File: config.mk
export PLATFORM = sky130hd
export DESIGN_NAME = spdif_lock_rate_estimator_top
export DESIGN_NICKNAME = d
export VERILOG_FILES = /design/src/rtl/core/slre_pkg.sv /design/src/rtl/core/spdif_lock_rate_estimator_top.sv /design/src/rtl/core/slre_div.sv
export SDC_FILE = /design/constraint.sdc
export NUM_CORES = 2
export LEC_CHECK = 0
export ABC_AREA = 1
export BUFFER_PORTS_ARGS = -buffer_cell sky130_fd_sc_hd__buf_2
export CORE_UTILIZATION = 40
export CTS_BUF_LIST = sky130_fd_sc_hd__clkbuf_4
export DETAILED_ROUTE_END_ITERATION = 6
export GPL_ROUTABILITY_DRIVEN = 0
export SLEW_MARGIN = 20
export SYNTH_ARGS = -nofsm -noshare
export SYNTH_HDL_FRONTEND = slang
export SYNTH_SLANG_ARGS = --single-unit
File: constraint.sdc
create_clock -name clk -period 13.8 [get_ports clk]
set_input_delay 1.38 -clock clk [delete_from_list [all_inputs] [get_ports clk]]
set_output_delay 1.38 -clock clk [all_outputs]
set_load 0.01 [all_outputs]
File: src/rtl/core/slre_pkg.sv
// Shared types and constants for the S/PDIF lock tracker and rate estimator.
package slre_pkg;

	// Command codes carried with each input transaction
	localparam logic [1:0] CMD_LOCK = 2'd0;
	localparam logic [1:0] CMD_LOSS = 2'd1;
	localparam logic [1:0] CMD_TICK = 2'd2;

	// Configuration register indexes
	localparam logic [1:0] REG_UPDATE_INTERVAL = 2'd0;
	localparam logic [1:0] REG_LONG_MIN_SPAN   = 2'd1;
	localparam logic [1:0] REG_HALF_PERIOD     = 2'd2;
	localparam logic [1:0] REG_SMOOTH_SHIFT    = 2'd3;

	// Configuration reset values
	localparam logic [15:0] UPDATE_INTERVAL_RST = 16'd1000;
	localparam logic [31:0] LONG_MIN_SPAN_RST   = 32'd1000000;
	localparam logic [31:0] HALF_PERIOD_RST     = 32'd8000000;
	localparam logic [2:0]  SMOOTH_SHIFT_RST    = 3'd2;

	// Supported nominal rates in Hz
	localparam logic [17:0] RATE_44K1 = 18'd44100;
	localparam logic [17:0] RATE_48K  = 18'd48000;
	localparam logic [17:0] RATE_96K  = 18'd96000;

	localparam logic [7:0] EVENT_MAX = 8'd255;

	// Frames per block times one million: converts a block delta over a span in us to Hz
	localparam int unsigned FRAMES_PER_BLOCK = 192;
	localparam logic [29:0] BLOCK_SCALE      = 30'(FRAMES_PER_BLOCK * 1000000);

	typedef struct packed {
		logic [1:0]  cmd;
		logic [17:0] rate_hz;
		logic [31:0] measured_rate;
		logic [31:0] blk_cnt;
		logic [63:0] time_us;
	} req_t;

	typedef struct packed {
		logic        rate_valid;
		logic [31:0] rate_estimate;
		logic        from_long_window;
		logic        locked;
		logic [7:0]  locks_seen;
		logic [7:0]  losses_seen;
	} rsp_t;

	// Divider handshake between sequencer and divider
	typedef struct packed {
		logic        start;
		logic [63:0] num;
		logic [63:0] den;
	} div_req_t;

	typedef struct packed {
		logic        done;
		logic [31:0] quo;
	} div_rsp_t;

endpackage

File: src/rtl/core/spdif_lock_rate_estimator_top.sv
// Top level: lock tracking, smoothing, anchor rotation and count-based rate sequencing.
//
// Usage:
//   Input transactions (req_valid/req_ready, payload req) carry a command: lock
//   acquired, lock lost or servo tick. Each accepted transaction yields exactly
//   one result transaction (rsp_valid/rsp_ready, payload rsp) holding the new
//   estimate, if any, and the lock status and event counters.
//   Lock, loss and non-updating ticks go from acceptance straight to the finish step.
//   An updating tick runs smoothing, anchor rotation and span check, then, if the
//   span reaches the minimum, a 32x30 multiply and the 64-bit divider, which
//   produces one quotient bit per cycle after an overflow check.
//   One transaction is in work at a time; req_ready is high only while idle.
//   The result sits in an output register; a new transaction may be accepted
//   while it waits, and the next result is held back until rsp_ready takes it.
//   The user writes config (cfg_we, cfg_idx, cfg_wdata) only while idle; not enforced.
//   Reset: unlocked, counters zero, configuration at defaults, no result pending.
module spdif_lock_rate_estimator_top (
	input  logic                clk,
	input  logic                arst_n,
	input  logic                req_valid,
	output logic                req_ready,
	input  slre_pkg::req_t      req,
	output logic                rsp_valid,
	input  logic                rsp_ready,
	output slre_pkg::rsp_t      rsp,
	input  logic                cfg_we,
	input  logic [1:0]          cfg_idx,
	input  logic [31:0]         cfg_wdata
);

	localparam logic [2:0] S_IDLE   = 3'd0;
	localparam logic [2:0] S_SMOOTH = 3'd1;
	localparam logic [2:0] S_ROT    = 3'd2;
	localparam logic [2:0] S_SPAN   = 3'd3;
	localparam logic [2:0] S_MUL    = 3'd4;
	localparam logic [2:0] S_START  = 3'd5;
	localparam logic [2:0] S_DIV    = 3'd6;
	localparam logic [2:0] S_FIN    = 3'd7;

	logic [2:0]  state_q;

	logic [15:0] update_interval_q;
	logic [31:0] long_min_span_q;
	logic [31:0] half_period_q;
	logic [2:0]  smooth_shift_q;

	logic        lock_q;
	logic [15:0] skip_q;
	logic [63:0] anchor_t0_q;
	logic [63:0] anchor_t1_q;
	logic [31:0] anchor_b0_q;
	logic [31:0] anchor_b1_q;
	logic        long_valid_q;
	logic [31:0] long_rate_q;
	logic [31:0] smooth_q;
	logic [7:0]  lock_cnt_q;
	logic [7:0]  loss_cnt_q;
	logic        upd_q;

	logic [31:0] meas_q;
	logic [31:0] blocks_q;
	logic [63:0] time_q;
	logic [63:0] span_q;
	logic [31:0] delta_q;
	logic [63:0] prod_q;

	logic        rsp_valid_q;
	slre_pkg::rsp_t rsp_q;

	logic        accept;
	logic        upd_go;
	logic [15:0] skip_next;
	logic [63:0] since_t1;
	logic [63:0] span_w;
	logic [61:0] prod_w;
	logic [31:0] step_up;
	logic [31:0] step_dn;
	logic        out_free;

	slre_pkg::div_req_t div_req;
	slre_pkg::div_rsp_t div_rsp;

	assign req_ready = (state_q == S_IDLE);
	assign accept    = req_valid && req_ready;
	assign skip_next = skip_q + 16'd1;
	assign upd_go    = (req.cmd == slre_pkg::CMD_TICK) && lock_q &&
		(skip_next >= update_interval_q);
	assign since_t1  = time_q - anchor_t1_q;
	assign span_w    = time_q - anchor_t0_q;
	assign prod_w    = delta_q * slre_pkg::BLOCK_SCALE;
	assign step_up   = (meas_q - smooth_q) >> smooth_shift_q;
	assign step_dn   = (smooth_q - meas_q) >> smooth_shift_q;
	assign out_free  = !rsp_valid_q || rsp_ready;

	assign div_req.start = (state_q == S_START);
	assign div_req.num   = prod_q;
	assign div_req.den   = span_q;

	slre_div u_div (
		.clk     (clk),
		.arst_n  (arst_n),
		.div_req (div_req),
		.div_rsp (div_rsp)
	);

	// Configuration registers
	always_ff @(posedge clk or negedge arst_n) begin
		if (!arst_n) begin
			update_interval_q <= slre_pkg::UPDATE_INTERVAL_RST;
			long_min_span_q   <= slre_pkg::LONG_MIN_SPAN_RST;
			half_period_q     <= slre_pkg::HALF_PERIOD_RST;
			smooth_shift_q    <= slre_pkg::SMOOTH_SHIFT_RST;
		end else if (cfg_we) begin
			case (cfg_idx)
				slre_pkg::REG_UPDATE_INTERVAL: update_interval_q <= cfg_wdata[15:0];
				slre_pkg::REG_LONG_MIN_SPAN:   long_min_span_q   <= cfg_wdata;
				slre_pkg::REG_HALF_PERIOD:     half_period_q     <= cfg_wdata;
				slre_pkg::REG_SMOOTH_SHIFT:    smooth_shift_q    <= cfg_wdata[2:0];
				default: ;
			endcase
		end
	end

	// Input payload capture
	always_ff @(posedge clk) begin
		if (accept) begin
			meas_q   <= req.measured_rate;
			blocks_q <= req.blk_cnt;
			time_q   <= req.time_us;
		end
		if (state_q == S_SPAN) begin
			span_q  <= span_w;
			delta_q <= blocks_q - anchor_b0_q;
		end
		if (state_q == S_MUL) begin
			prod_q <= {2'b00, prod_w};
		end
	end

	// Sequencer and estimator state
	always_ff @(posedge clk or negedge arst_n) begin
		if (!arst_n) begin
			state_q      <= S_IDLE;
			lock_q       <= 1'b0;
			skip_q       <= '0;
			anchor_t0_q  <= '0;
			anchor_t1_q  <= '0;
			anchor_b0_q  <= '0;
			anchor_b1_q  <= '0;
			long_valid_q <= 1'b0;
			long_rate_q  <= '0;
			smooth_q     <= '0;
			lock_cnt_q   <= '0;
			loss_cnt_q   <= '0;
			upd_q        <= 1'b0;
			rsp_valid_q  <= 1'b0;
			rsp_q        <= '0;
		end else begin
			// A result finishing in S_FIN refills the output register itself
			if (rsp_valid_q && rsp_ready && state_q != S_FIN) begin
				rsp_valid_q <= 1'b0;
			end
			case (state_q)
				S_IDLE: begin
					if (accept) begin
						upd_q   <= upd_go;
						state_q <= upd_go ? S_SMOOTH : S_FIN;
						case (req.cmd)
							slre_pkg::CMD_LOCK: begin
								if (lock_cnt_q != slre_pkg::EVENT_MAX) begin
									lock_cnt_q <= lock_cnt_q + 8'd1;
								end
								if (req.rate_hz inside {slre_pkg::RATE_44K1,
										slre_pkg::RATE_48K, slre_pkg::RATE_96K}) begin
									lock_q       <= 1'b1;
									skip_q       <= '0;
									anchor_t0_q  <= req.time_us;
									anchor_t1_q  <= req.time_us;
									anchor_b0_q  <= req.blk_cnt;
									anchor_b1_q  <= req.blk_cnt;
									long_valid_q <= 1'b0;
									long_rate_q  <= '0;
									smooth_q     <= '0;
								end else begin
									lock_q <= 1'b0;
								end
							end
							slre_pkg::CMD_LOSS: begin
								if (loss_cnt_q != slre_pkg::EVENT_MAX) begin
									loss_cnt_q <= loss_cnt_q + 8'd1;
								end
								lock_q <= 1'b0;
								skip_q <= '0;
							end
							slre_pkg::CMD_TICK: begin
								if (lock_q) begin
									skip_q <= upd_go ? '0 : skip_next;
								end
							end
							default: ;
						endcase
					end
				end
				S_SMOOTH: begin
					if (smooth_q == '0) begin
						smooth_q <= meas_q;
					end else if (meas_q >= smooth_q) begin
						smooth_q <= smooth_q + step_up;
					end else begin
						smooth_q <= smooth_q - step_dn;
					end
					state_q <= S_ROT;
				end
				S_ROT: begin
					// Rotate anchors once the newer one is a half period old
					if (since_t1 >= {32'b0, half_period_q}) begin
						anchor_t0_q <= anchor_t1_q;
						anchor_b0_q <= anchor_b1_q;
						anchor_t1_q <= time_q;
						anchor_b1_q <= blocks_q;
					end
					state_q <= S_SPAN;
				end
				S_SPAN: begin
					if (span_w != '0 && span_w >= {32'b0, long_min_span_q}) begin
						state_q <= S_MUL;
					end else begin
						state_q <= S_FIN;
					end
				end
				S_MUL: state_q <= S_START;
				S_START: state_q <= S_DIV;
				S_DIV: begin
					if (div_rsp.done) begin
						long_rate_q  <= div_rsp.quo;
						long_valid_q <= 1'b1;
						state_q      <= S_FIN;
					end
				end
				S_FIN: begin
					// Hold until the output register is free
					if (out_free) begin
						rsp_valid_q            <= 1'b1;
						rsp_q.rate_valid       <= upd_q;
						rsp_q.rate_estimate    <= !upd_q ? '0 :
							(long_valid_q ? long_rate_q : smooth_q);
						rsp_q.from_long_window <= upd_q && long_valid_q;
						rsp_q.locked           <= lock_q;
						rsp_q.locks_seen       <= lock_cnt_q;
						rsp_q.losses_seen      <= loss_cnt_q;
						state_q                <= S_IDLE;
					end
				end
				default: state_q <= S_IDLE;
			endcase
		end
	end

	assign rsp_valid = rsp_valid_q;
	assign rsp       = rsp_q;

endmodule

File: src/rtl/core/slre_div.sv
// Iterative divider: floor(num * 2^14 / den), saturated to 32 bits, one quotient bit a cycle.
module slre_div (
	input  logic                clk,
	input  logic                arst_n,
	input  slre_pkg::div_req_t  div_req,
	output slre_pkg::div_rsp_t  div_rsp
);

	localparam logic [1:0] D_IDLE = 2'd0;
	localparam logic [1:0] D_CHK  = 2'd1;
	localparam logic [1:0] D_RUN  = 2'd2;

	logic [1:0]  st_q;
	logic [4:0]  cnt_q;
	logic        done_q;
	logic [63:0] num_q;
	logic [63:0] den_q;
	logic [63:0] rem_q;
	logic [31:0] low_q;
	logic [31:0] quo_q;

	logic [64:0] trial;
	logic [65:0] diff;
	logic        ge;
	logic        ovf;

	assign trial = {rem_q, low_q[31]};
	assign diff  = {1'b0, trial} - {2'b00, den_q};
	assign ge    = ~diff[65];
	// Integer part reaching 2^18 saturates the result
	assign ovf   = {18'b0, num_q} >= {den_q, 18'b0};

	always_ff @(posedge clk or negedge arst_n) begin
		if (!arst_n) begin
			st_q   <= D_IDLE;
			cnt_q  <= '0;
			done_q <= 1'b0;
		end else begin
			case (st_q)
				D_IDLE: begin
					done_q <= 1'b0;
					if (div_req.start) begin
						st_q <= D_CHK;
					end
				end
				D_CHK: begin
					cnt_q  <= '0;
					done_q <= ovf;
					st_q   <= ovf ? D_IDLE : D_RUN;
				end
				D_RUN: begin
					cnt_q  <= cnt_q + 5'd1;
					done_q <= (cnt_q == 5'd31);
					if (cnt_q == 5'd31) begin
						st_q <= D_IDLE;
					end
				end
				default: begin
					done_q <= 1'b0;
					st_q   <= D_IDLE;
				end
			endcase
		end
	end

	always_ff @(posedge clk) begin
		case (st_q)
			D_IDLE: begin
				if (div_req.start) begin
					num_q <= div_req.num;
					den_q <= div_req.den;
				end
			end
			D_CHK: begin
				// Top bits of num * 2^14 seed the remainder, the rest shift in
				rem_q <= {18'b0, num_q[63:18]};
				low_q <= {num_q[17:0], 14'b0};
				quo_q <= ovf ? '1 : '0;
			end
			D_RUN: begin
				rem_q <= ge ? diff[63:0] : trial[63:0];
				low_q <= {low_q[30:0], 1'b0};
				quo_q <= {quo_q[30:0], ge};
			end
			default: ;
		endcase
	end

	assign div_rsp.done = done_q;
	assign div_rsp.quo  = quo_q;

endmodule

* Yosys cells after proc, flatten, opt, wreduce, memory -nomap -nowiden
Cells that the tools add are included.
** Word-level totals
- Register bits :: 949
- Output and inout bits :: 53
- Logic and storage cells :: 183
** Operators by class
- Add/sub/neg operators :: 12
- $mul :: 1
- Order comparisons :: 5
- Eq/ne operators :: 31
- Shifts and indexed selects :: 2
- Multiplexer cells :: 55
- Bitwise operators :: 1
- Reduce and logical (&&, ||, !) cells :: 38
** Operator list (number)
- two-way mux 32 bit :: 14
- two-way mux 64 bit :: 6
- one-hot mux 32 bit (2 select lines) :: 6
- one-hot mux 64 bit (2 select lines) :: 3
- greater-or-equal comparator 64 x 32 -> 1 bit :: 2
- subtractor 32 bit :: 4
- subtractor 64 bit :: 2
- greater-or-equal comparator 60 x 82 -> 1 bit :: 1
- subtractor 65 x 64 -> 66 bit :: 1
- nonzero test 64 bit :: 1
- >> shifter 32 x 3 -> 32 bit :: 2
- multiplier 32 x 16 -> 48 bit, second input constant :: 1
- two-way mux 16 bit :: 3
- one-hot mux 16 bit (3 select lines) :: 1
- equality test 18 x 16 -> 1 bit, second input constant :: 2
- adder 32 bit :: 1
- greater-or-equal comparator 32 bit :: 1
- zero test 32 bit :: 1
- one-hot mux 3 bit (8 select lines) :: 1
- equality test 18 x 17 -> 1 bit, second input constant :: 1
- adder 16 x 1 -> 16 bit, second input constant :: 1
- adder 8 x 1 -> 8 bit, second input constant :: 2
- greater-or-equal comparator 16 bit :: 1
- inequality test 8 bit, second input constant :: 2
- other kinds (28) :: 85

* Depth between registers and ports, before layout
- Depth in word-level cells :: 6
- Mapped depth :: 44

* Hierarchy
From an unflattened synthesis, not the netlist that was laid out.
** Second synthesis, totals
- Cells, all modules :: 10518
- Area total of the unflattened synthesis :: 78136.2 µm²
** By module, submodules not included
- spdif_lock_rate_estimator_top :: times used 1, cells an instance 8174, area each 60864.6 µm², sequential area each 18929.4 µm²
- slre_div :: times used 1, cells an instance 2344, area each 17271.6 µm², sequential area each 7467.2 µm²

* Worst setup path before layout
OpenSTA, ideal clock, no wires.
- Path type :: register to register
- Start point :: register state_q[1]
- End point :: register u_div.den_q[0] (enable)
- Arrival time :: 11290 ps
- Data required time :: 12942 ps
- Setup slack :: 1651 ps
- Stages on the path, launching flop included :: 3
- Path buffers :: 1
- Period minus slack after synthesis :: 12149 ps
- Cell sequence :: dfrtp_1 > buf_2 > nor4_1
** Between the ends
- Longest elaborated chain between the ends :: 2
** RTL lines
- start: declaration :: RTL line spdif_lock_rate_estimator_top.sv:40 : logic [2:0] state_q;
- start signal: assignment :: RTL line spdif_lock_rate_estimator_top.sv:167 : state_q <= upd_go ? S_SMOOTH : S_FIN;
- equality test 3 bit :: RTL line spdif_lock_rate_estimator_top.sv:95 : assign div_req.start = (state_q == S_START);
- AND reduction 2 bit (no source line)
- end signal: assignment :: RTL line slre_div.sv:71 : den_q <= div_req.den;
- end: declaration :: RTL line slre_div.sv:17 : logic [63:0] den_q;
No other way between the ends.
A chain may end at the register's enable or synchronous reset.

* Worst setup path in the final report
- Start point :: register smooth_q[3]
- End point :: register smooth_q[29]
** Between the ends
- Longest elaborated chain between the ends :: 6
- Elaborated cells between the ends (all ways) :: 11
- Classes of those cells :: add/sub: 4; order compare: 1; shift: 2; mux: 3; reduce/logical: 1
** RTL lines
- start: declaration :: RTL line spdif_lock_rate_estimator_top.sv:55 : logic [31:0] smooth_q;
- start signal: assignment :: RTL line spdif_lock_rate_estimator_top.sv:206 : smooth_q <= meas_q;
- start signal: assignment :: RTL line spdif_lock_rate_estimator_top.sv:208 : smooth_q <= smooth_q + step_up;
- start signal: assignment :: RTL line spdif_lock_rate_estimator_top.sv:210 : smooth_q <= smooth_q - step_dn;
- subtractor 32 bit, on equally long branches :: RTL line spdif_lock_rate_estimator_top.sv:92, spdif_lock_rate_estimator_top.sv:91
- >> shifter 32 x 3 -> 32 bit, on equally long branches :: RTL line spdif_lock_rate_estimator_top.sv:92, spdif_lock_rate_estimator_top.sv:91
- subtractor 32 bit or adder 32 bit (tied branches) :: RTL line spdif_lock_rate_estimator_top.sv:210, spdif_lock_rate_estimator_top.sv:208
- two-way mux 32 bit :: RTL line spdif_lock_rate_estimator_top.sv:207 : end else if (meas_q >= smooth_q) begin
- two-way mux 32 bit * :: RTL line spdif_lock_rate_estimator_top.sv:205 : if (smooth_q == '0) begin
- one-hot mux 32 bit (2 select lines) * :: RTL line spdif_lock_rate_estimator_top.sv:163 : case (state_q)
Every way passes the cells marked *; elsewhere a longest branch is shown, timed or not.

==> impl_metrics.py <==
metrics = {
    "yosys": {
        "yosys_warnings": 0,
        "async_flop_share_pct": 47.3,
        "yosys.area.top_type_share_pct": 19.7,
        "synth_edf_count": 486,
        "syn-mean-instance-area_um2": 7.76,
        "synth.top_cells.by_area": "edfxtp_1 (20%), dfrtp_1 (14%), nand2_1 (12%)",
        "ys_ff_latch": 923,
        "synth-main-ff-cell": "edfxtp_1",
        "synth_xor_area_share_pct": 3.89,
        "synth_nets": 10614,
        "post-synth-top-area-cell": "edfxtp_1",
        "ys_types": 64,
        "yosysSeqAreaShare_pct": 34.5,
        "synth_compound_area_share_pct": 12.8,
        "synth_fa_ha_area_share_pct": 17.3,
        "synthSimpleGateAreaFrac_pct": 21.2,
        "syn_inst": 9541,
        "synth_top_family_by_area": "simple AND/OR/NAND/NOR gates",
        "yosys-top-cells-count": "nand2_1 (2276), inv_1 (1642), o21ai_0 (669)",
        "synth_mux_area_share_pct": 0.122,
        "synth.most_common_cell": "nand2_1",
        "syn_area_mm2": 0.0740,
    },
    "floorplan": {
        "start_util_pct": 40.3,
        "core_mm2": 0.183,
        "dieArea_mm2": 0.187,
        "dieHeight_um": 432,
        "die_w_um": 432,
        "pin_count": 240,
        "num_rows": 157,
    },
    "timing": {
        "period_share_pct": 50.9,
        "min_period_ps": 7030,
        "setup_violations": 0,
        "rsz0062_at_grt": "false",
        "report.final.hold_viol_count": 0,
        "finalSetupTns_ps": 0,
        "drv_slew": 0,
        "worst_pin_slew_ps": 1110,
        "slew-limit-headroom_pct": 26.0,
        "fmax_mhz": 142,
        "skew_ps": 110,
    },
    "worst_setup_path": {
        "start_kind": "flip-flop",
        "reg2reg_depth": 28,
        "max_stage_delay_ps": 550,
        "required_ps": 14930,
        "cp.arrival_ps": 8160,
        "reg2reg_slack_ps": 6770,
        "critical_path.max_fanout": 38,
        "cpMostUsedCell": "nand2_1",
        "end_kind": "flip-flop",
        "worst-setup-path-type": "reg -> reg",
        "slowest_stage": "inv_1",
    },
    "clocking": {
        "root_buffer": "clkbuf_4",
        "cts_setup_buffers": 0,
        "cts_resized": 0,
        "clk_latency_ps": 1270,
        "clockBufferDepth": 4,
        "clock_tree.htree_level_count": 5,
        "holdBufCountCts": 0,
        "cts_sinks": 923,
        "cts_tree": "yes",
        "cts_buffers": 286,
        "cts.clk_slew.worst_paths_ps": 60,
    },
    "layout": {
        "final_util_pct": 44.3,
        "synthToLayoutAreaGrowth_pct": 9.76,
        "final_nets": 10925,
        "fill_cells": 18676,
        "seq_area_mm2": 0.0256,
        "drive_above_1_share_pct": 8.60,
        "multi_input_area_mm2": 0.0412,
    },
    "route": {
        "wl_per_cell_um": 19.4,
        "topRoutingLayerUsed": "met5",
        "m1WireLength_mm": 102,
        "vias_per_cell": 5.37,
        "routed-wl-met3_mm": 18.8,
        "drt_iter0_drc": 6474,
        "route.detailed.drc": 0,
        "vias": 67346,
        "wl_met2_mm": 109,
        "ant_nets": 0,
        "wl_mm": 243,
        "drtPass1Iterations": 7,
    },
    "flow_run": {
        "cap_violations": 0,
    },
    "placed_design": {
        "portBuffers": 239,
        "dp_hpwl_mm": 190,
    },
    "grt": {
        "grt_max_degree": 111,
        "overflow": 0,
        "grt_pass1_vias": 66318,
        "grt_pass1_wl_mm": 374,
        "grt_usage_pct": 25.6,
        "antenna_found_initial": 10,
    },
    "outcome": {
        "status": "finished clean",
    },
    "worst_hold_path": {
        "holdCritPathClass": "in -> async",
    },
}
## sequential cells by signal, summed over array words and instances (netlist names), 32 cells and up
name,cells
anchor_b0_q,32
anchor_b1_q,32
anchor_t0_q,64
anchor_t1_q,64
blocks_q,32
delta_q,32
half_period_q,32
long_min_span_q,32
long_rate_q,32
meas_q,32
prod_q,48
rsp,51
smooth_q,32
span_q,64
time_q,64
u_div.den_q,64
u_div.num_q,48
u_div.quo_q,32
u_div.rem_q,64
## cell usage in the layout (no fill, tap or decap), drive strengths merged, types with 45 or more instances in the layout
master,synthesis,routed
nand2,2296,2296
inv,1653,1657
o21ai,701,701
nor2,655,655
ha,653,653
a21oi,649,649
edfxtp,486,486
clkbuf,157,416
dfrtp,416,416
nand3,387,387
buf,107,287
nand4,270,270
xor2,236,236
fa,233,233
xnor2,93,93
a31oi,88,88
nor3,71,71
clkinv,2,68
a21o,47,47
o22ai,47,47
o211ai,45,45
## metal layers
layer / vias to the layer above / GRT usage (%)
li1: 32112 / -
met4: 6 / 13.0
met1: 31662 / 33.5
met2: 2898 / 40.6
met5: - / 0
met3: 668 / 4.51
## cell type report
type	count	share of cell area [%]
Antenna cell	11	0.0339
Clock buffer	416	3.84
Multi-Input combinational cell	6699	50.7
Sequential cell	923	31.5
Clock inverter	77	0.605
Inverter	1655	7.66
Tap cell	2464	3.79
Timing Repair Buffer	287	1.94
## critical path: cells and delay by family, from the launching register on
kind | cells | cell delay, ps
DFF | 1 | 480
AOI/OAI and AO/OA | 13 | 3670
adders and majority gates | 2 | 760
buffers and inverters | 3 | 1070
and+or+nand+nor | 10 | 900
## cells by family (layout without fill, tap and decap cells)
family / after synthesis / after routing
compound gates: 1727 / 1727
xor+xnor: 329 / 329
fa+ha+maj: 886 / 886
buf+inv: 1919 / 2435
flops: 923 / 923
mux: 9 / 9
other cells: 0 / 11
simple gates: 3748 / 3748
## per-stage QoR
step	area, um^2	hold slack [ps]	cells	setup WS (ps)
finish	81200	108	12532	6770
global route	81200	85.4	12530	6350
CTS	81200	32.0	12521	7050
detailed placement	77600	405	12028	7070
global placement	77600	403	12028	7080
floorplan	74000	400	9541	1650
## path summary, 6_finish.rpt
| path | start | to |
|---|---|---|
| max | smooth_q[3]$_DFFE_PN0P_ | smooth_q[29]$_DFFE_PN0P_ |
| max in group asynchronous | arst_n | anchor_t0_q[32]$_DFFE_PN0P_ |
| min reg2reg | span_q[43]$_DFFE_PP_ | u_div.den_q[43]$_DFFE_PP_ |
| min in group clk | req[79] | blocks_q[15]$_DFFE_PP_ |
| min | arst_n | smooth_q[28]$_DFFE_PN0P_ |
| max reg2reg | smooth_q[3]$_DFFE_PN0P_ | smooth_q[29]$_DFFE_PN0P_ |
Power is not shown: default switching activity piles up to over one toggle a cycle in this logic, so the estimate is an artifact.
